File: src/sv/spqd_pkg.sv
`timescale 1ns / 1ps
// ----------------------------------------------------------------------------
// spqd_pkg
// Shared types and constants for the sorted, de-duplicating priority queue.
// ----------------------------------------------------------------------------
package spqd_pkg;

  localparam int CAPACITY  = 64;
  localparam int KEY_BITS  = 16;
  localparam int CNT_W     = $clog2(CAPACITY + 1);
  localparam int FUNC_W    = 2;
  localparam int STAT_W    = 2;
  localparam int IN_KEY_W  = 16;
  localparam int PRIO_W    = 32;
  localparam int PAY_W     = 32;
  localparam int OUT_CNT_W = 7;

  localparam logic [FUNC_W-1:0] FN_INSERT = 2'd0;
  localparam logic [FUNC_W-1:0] FN_REMOVE = 2'd1;
  localparam logic [FUNC_W-1:0] FN_POP    = 2'd2;
  localparam logic [FUNC_W-1:0] FN_CLEAR  = 2'd3;

  localparam logic [STAT_W-1:0] ST_DONE = 2'd0;
  localparam logic [STAT_W-1:0] ST_DUP  = 2'd1;
  localparam logic [STAT_W-1:0] ST_MISS = 2'd2;
  localparam logic [STAT_W-1:0] ST_FULL = 2'd3;

  typedef logic [KEY_BITS-1:0] key_t;
  typedef logic [PRIO_W-1:0]   prio_t;
  typedef logic [PAY_W-1:0]    pay_t;
  typedef logic [CNT_W-1:0]    cnt_t;

  typedef struct packed {
    key_t  key;
    prio_t prio;
    pay_t  pay;
  } entry_t;

  // per-cell compare results, sampled with the transaction
  typedef struct packed {
    logic lt;
    logic eq;
    logic km;
  } cflag_t;

  // row-wide update command
  typedef struct packed {
    logic ins;
    logic del;
    logic clr;
  } cctl_t;

endpackage

File: src/sv/spqd_cell.sv
`timescale 1ns / 1ps
// ----------------------------------------------------------------------------
// spqd_cell
// One slot of the sorted row: holds an entry, compares it against the
// request and shifts to or from its neighbours.
// ----------------------------------------------------------------------------
module spqd_cell import spqd_pkg::*; (
  input  logic   clk,
  input  logic   rst_n,
  input  logic   sample,
  input  key_t   req_key,
  input  prio_t  req_prio,
  input  cctl_t  ctl,
  input  logic   left_lt,
  input  logic   sel,
  input  entry_t new_ent,
  input  entry_t left_ent,
  input  logic   left_vld,
  input  entry_t right_ent,
  input  logic   right_vld,
  output entry_t ent,
  output logic   vld,
  output cflag_t flg
);

  entry_t ent_r, ent_nxt;
  logic   vld_r, vld_nxt;
  cflag_t flg_r, flg_nxt;

  always_comb begin
    flg_nxt = flg_r;
    if (sample) begin
      flg_nxt.lt = vld_r && ($signed(ent_r.prio) < $signed(req_prio));
      flg_nxt.eq = vld_r && (ent_r.prio == req_prio);
      flg_nxt.km = vld_r && (ent_r.key == req_key);
    end
  end

  always_comb begin
    ent_nxt = ent_r;
    vld_nxt = vld_r;
    if (ctl.clr) begin
      vld_nxt = 1'b0;
    end else if (ctl.ins && !flg_r.lt) begin
      if (left_lt) begin
        ent_nxt = new_ent;
        vld_nxt = 1'b1;
      end else begin
        ent_nxt = left_ent;
        vld_nxt = left_vld;
      end
    end else if (ctl.del && sel) begin
      ent_nxt = right_ent;
      vld_nxt = right_vld;
    end
  end

  always_ff @(posedge clk) begin
    if (!rst_n) begin
      vld_r <= 1'b0;
      flg_r <= '0;
    end else begin
      vld_r <= vld_nxt;
      flg_r <= flg_nxt;
    end
  end

  always_ff @(posedge clk) begin
    ent_r <= ent_nxt;
  end

  assign ent = ent_r;
  assign vld = vld_r;
  assign flg = flg_r;

endmodule
File: config.mk
export PLATFORM = sky130hd
export DESIGN_NAME = spqd_cell
export DESIGN_NICKNAME = d
export VERILOG_FILES = /design/src/sv/spqd_pkg.sv /design/src/sv/spqd_cell.sv
export SDC_FILE = /design/constraint.sdc
export NUM_CORES = 1
export LEC_CHECK = 0
export BUFFER_PORTS_ARGS = -buffer_cell sky130_fd_sc_hd__buf_4
export CAP_MARGIN = 5
export CORE_AREA = 2 2 147 149
export CTS_CLUSTER_SIZE = 14
export DETAILED_ROUTE_END_ITERATION = 16
export DIE_AREA = 0 0 149 151
export SYNTH_ARGS = -nofsm -noshare
export SYNTH_HDL_FRONTEND = slang
export SYNTH_SLANG_ARGS = --single-unit
File: constraint.sdc
create_clock -name clk -period 11.75 [get_ports clk]
set_clock_uncertainty 0.2 [all_clocks]
set_input_delay 2.35 -clock clk [delete_from_list [all_inputs] [get_ports clk]]
set_output_delay 2.35 -clock clk [all_outputs]
set_load 0.05 [all_outputs]
==> metrics.cfg <==
[synth]
synth_top_family_by_area=multiplexers
synth.ff_latch_count=84
postSynth.asyncResetShare=0
ys_seq_area_frac=0.4809
synth_enable_flop_cells=80
synth_cell_types=29
synth_compound_area_frac=0.1117
synth_flop_cell=edfxtp_1
synth_fa_ha_area_frac=0.07756
syn_area_um2=5162
synth_nets=836
synth_mux_area_frac=0.1571
syn-mean-instance-area_um2=10.20
synthXorXnorAreaFrac=0.02714
yosys_warnings=0
yosys.area_share.simple=0.1018
synth_cells=506

[critical_path]
crit_type=input pin to flip-flop
r2r_slack_ns=9.21
arrival_ns=4.04
critical_path.startpoint_type=input pin
ff2ff_path_depth=3
end_kind=flip-flop
critPathRequiredTime_ns=11.59
worstPathMaxFanout=92

[floorplanning]
initial_utilization=0.2479
fp.coreArea_um2=20820
dieArea_um2=22500
boundaryPins=382
core.rowCount=53
die_y_um=151
die_x_um=149

[placed_design]
io_buffers=381
dpl_cell_area_um2=8305
placed_cells=1138
dp_hpwl_um=15320
place.gp.congestion=0.8013

[timing]
period_share=0.3576
tightest_slew_ns=1.076
relSlewSlack=0.2826
post-route-min-period_ns=4.202
setup_viol=0
tns_ns=0
rsz0062_at_grt=no
hold_violations=0
fmax_mhz=238.0
drv_slew=0

[cts]
root_buffer=clkbuf_16
cts-hold-fix-buffers=0
cts_buffers=9
post-cts-setup-buffer-count=0
cts_resized=0
clock_path_buffers=2
ctsHtreeMaxLevel=3
cts_tree=yes
clkSinkCount=84
clkLatencyLatePin_ns=0.34
path_clk_slew_ns=0.07

[routing]
drtIter0Drc=259
drtPass1Iterations=6
dr_wl_met2_um=9742
drtAntennaViolNets=0
routed-wl-met3_um=1619
wl_met1_um=6892
viasPerCell=4.361
highest_layer=met4
wl_um=18690
drc=0
wl_per_cell_um=16.19
via_count=5033

[power]
p_per_area_nw_per_um2=105.1
power.total_uw=901.6
p_switching_uw=280.7
pwr-share-comb=0.299
seqPwrFrac=0.408
pwr-share-clk=0.293
p_leak_uw=0.004138
ir_drop_mv=0.05878
intPower_uw=620.9
p_sw_frac=0.3113

[worst_hold_path]
hold_path_class=flip-flop to flip-flop
hold_path_depth=2

[cells_and_area]
drive_above_1_share=0.4562
final_area_um2=8576
final_nets=1204
num_antenna_cells=0
final_cells=1154
area_delta_synth_final_pct=66.12

[global_route]
grt_overflow=0
track_usage=0.1569
antenna_found_initial=0
grt_pass1_vias=5056
grt_max_degree=93
grt_pass1_wl_um=26910

[job]
cap_violations=0

[run_status]
status=finished, final reports clean

==> routing by layer <==
layer,track usage,vias up
met4,0.05810,0
met3,0.04127,24
met1,0.1754,2229
met2,0.2864,221
li1,-,2559
met5,0,-
==> synthesized netlist by cell type, drive strengths merged (2+ instances only) <==
master	instances	area, um^2
xor2	16	140.1
inv	33	123.9
nand4	9	56.30
buf	9	35.03
nand2b	3	18.77
o21ai	83	415.4
nor3	4	20.02
nand3	4	20.02
a21oi	17	88.84
dfxtp	4	80.08
or3	2	12.51
ha	32	400.4
nor2	5	18.77
nand2	91	341.6
mux2i	81	810.8
edfxtp	80	2402
clkbuf	18	67.56
o211ai	2	15.01
nor4	5	31.28
==> power by group through the flow <==
stage	combinational (uW)	sequential, uW	clock [uW]
2_1_floorplan	75.8	439	0
3_3_place_gp	271	374	0
3_5_place_dp	273	374	0
4_1_cts	274	368	275
5_1_grt	292	370	285
6_report	270	367	264
==> placed cells by master, fill, tap and decap left out, drive strengths merged <==
master and n:
edfxtp 80, clkbuf 10, clkinvlp 2, inv 33, o21ai 83, mux2i 81, nor2b 1, nor2 5
buf 384, a211oi 1, nand3 4, a21o 1, a21boi 1, nand2b 3, or3 2, a221o 1
ha 32, a2111oi 1, o31a 1, a22oi 1, dfxtp 4, xor2 16, o211ai 2, clkinv 4
nand2 91, a21oi 17, nor4 5, nand4 9, nor3 4
==> path summary, 6_finish.rpt <==
kind / start / to
max: ctl[2] / ent[23]
min reg2reg: flg[0] / flg[0]
min: flg[0] / flg[0]
max reg2reg: flg[2] / ent[23]
==> cell families after synthesis <==
logic type	after synthesis
fa+ha+maj	32
buf+inv	60
mux	81
xor+xnor	16
simple gates	124
flops	84
compound gates	109
==> through the flow <==
step,hold slack (ns),util,setup WS (ns)
CTS,0.2787,0.4119,7.541
finish,0.2793,0.4119,7.548
global route,0.3192,0.4119,7.262
detailed placement,0.2677,0.3989,7.174
global placement,0.2642,0.3989,7.216
floorplan,0.4896,-,4.189
==> flip-flops by register name, summed over array words and instances, names as in the netlist <==
| name | flops |
|---|---|
| ent | 80 |
| flg | 3 |
| vld | 1 |
==> layout make-up <==
class / count / area, um^2
clock buffers: 10 / 229.0
inverters: 33 / 123.9
clock inverters: 6 / 41.29
multi-input cells: 362 / 2472
repair buffers: 384 / 2883
well taps: 275 / 344.1
fillers: 2108 / 12250
flip-flops and latches: 84 / 2482
==> worst max-delay path, stage by stage <==
cell	delay, ns
buf_4	0.12
nand2b_4	0.49
buf_4	0.72
o21ai_0	0.25
No activity file was read; power rests on OpenSTA's default activity.
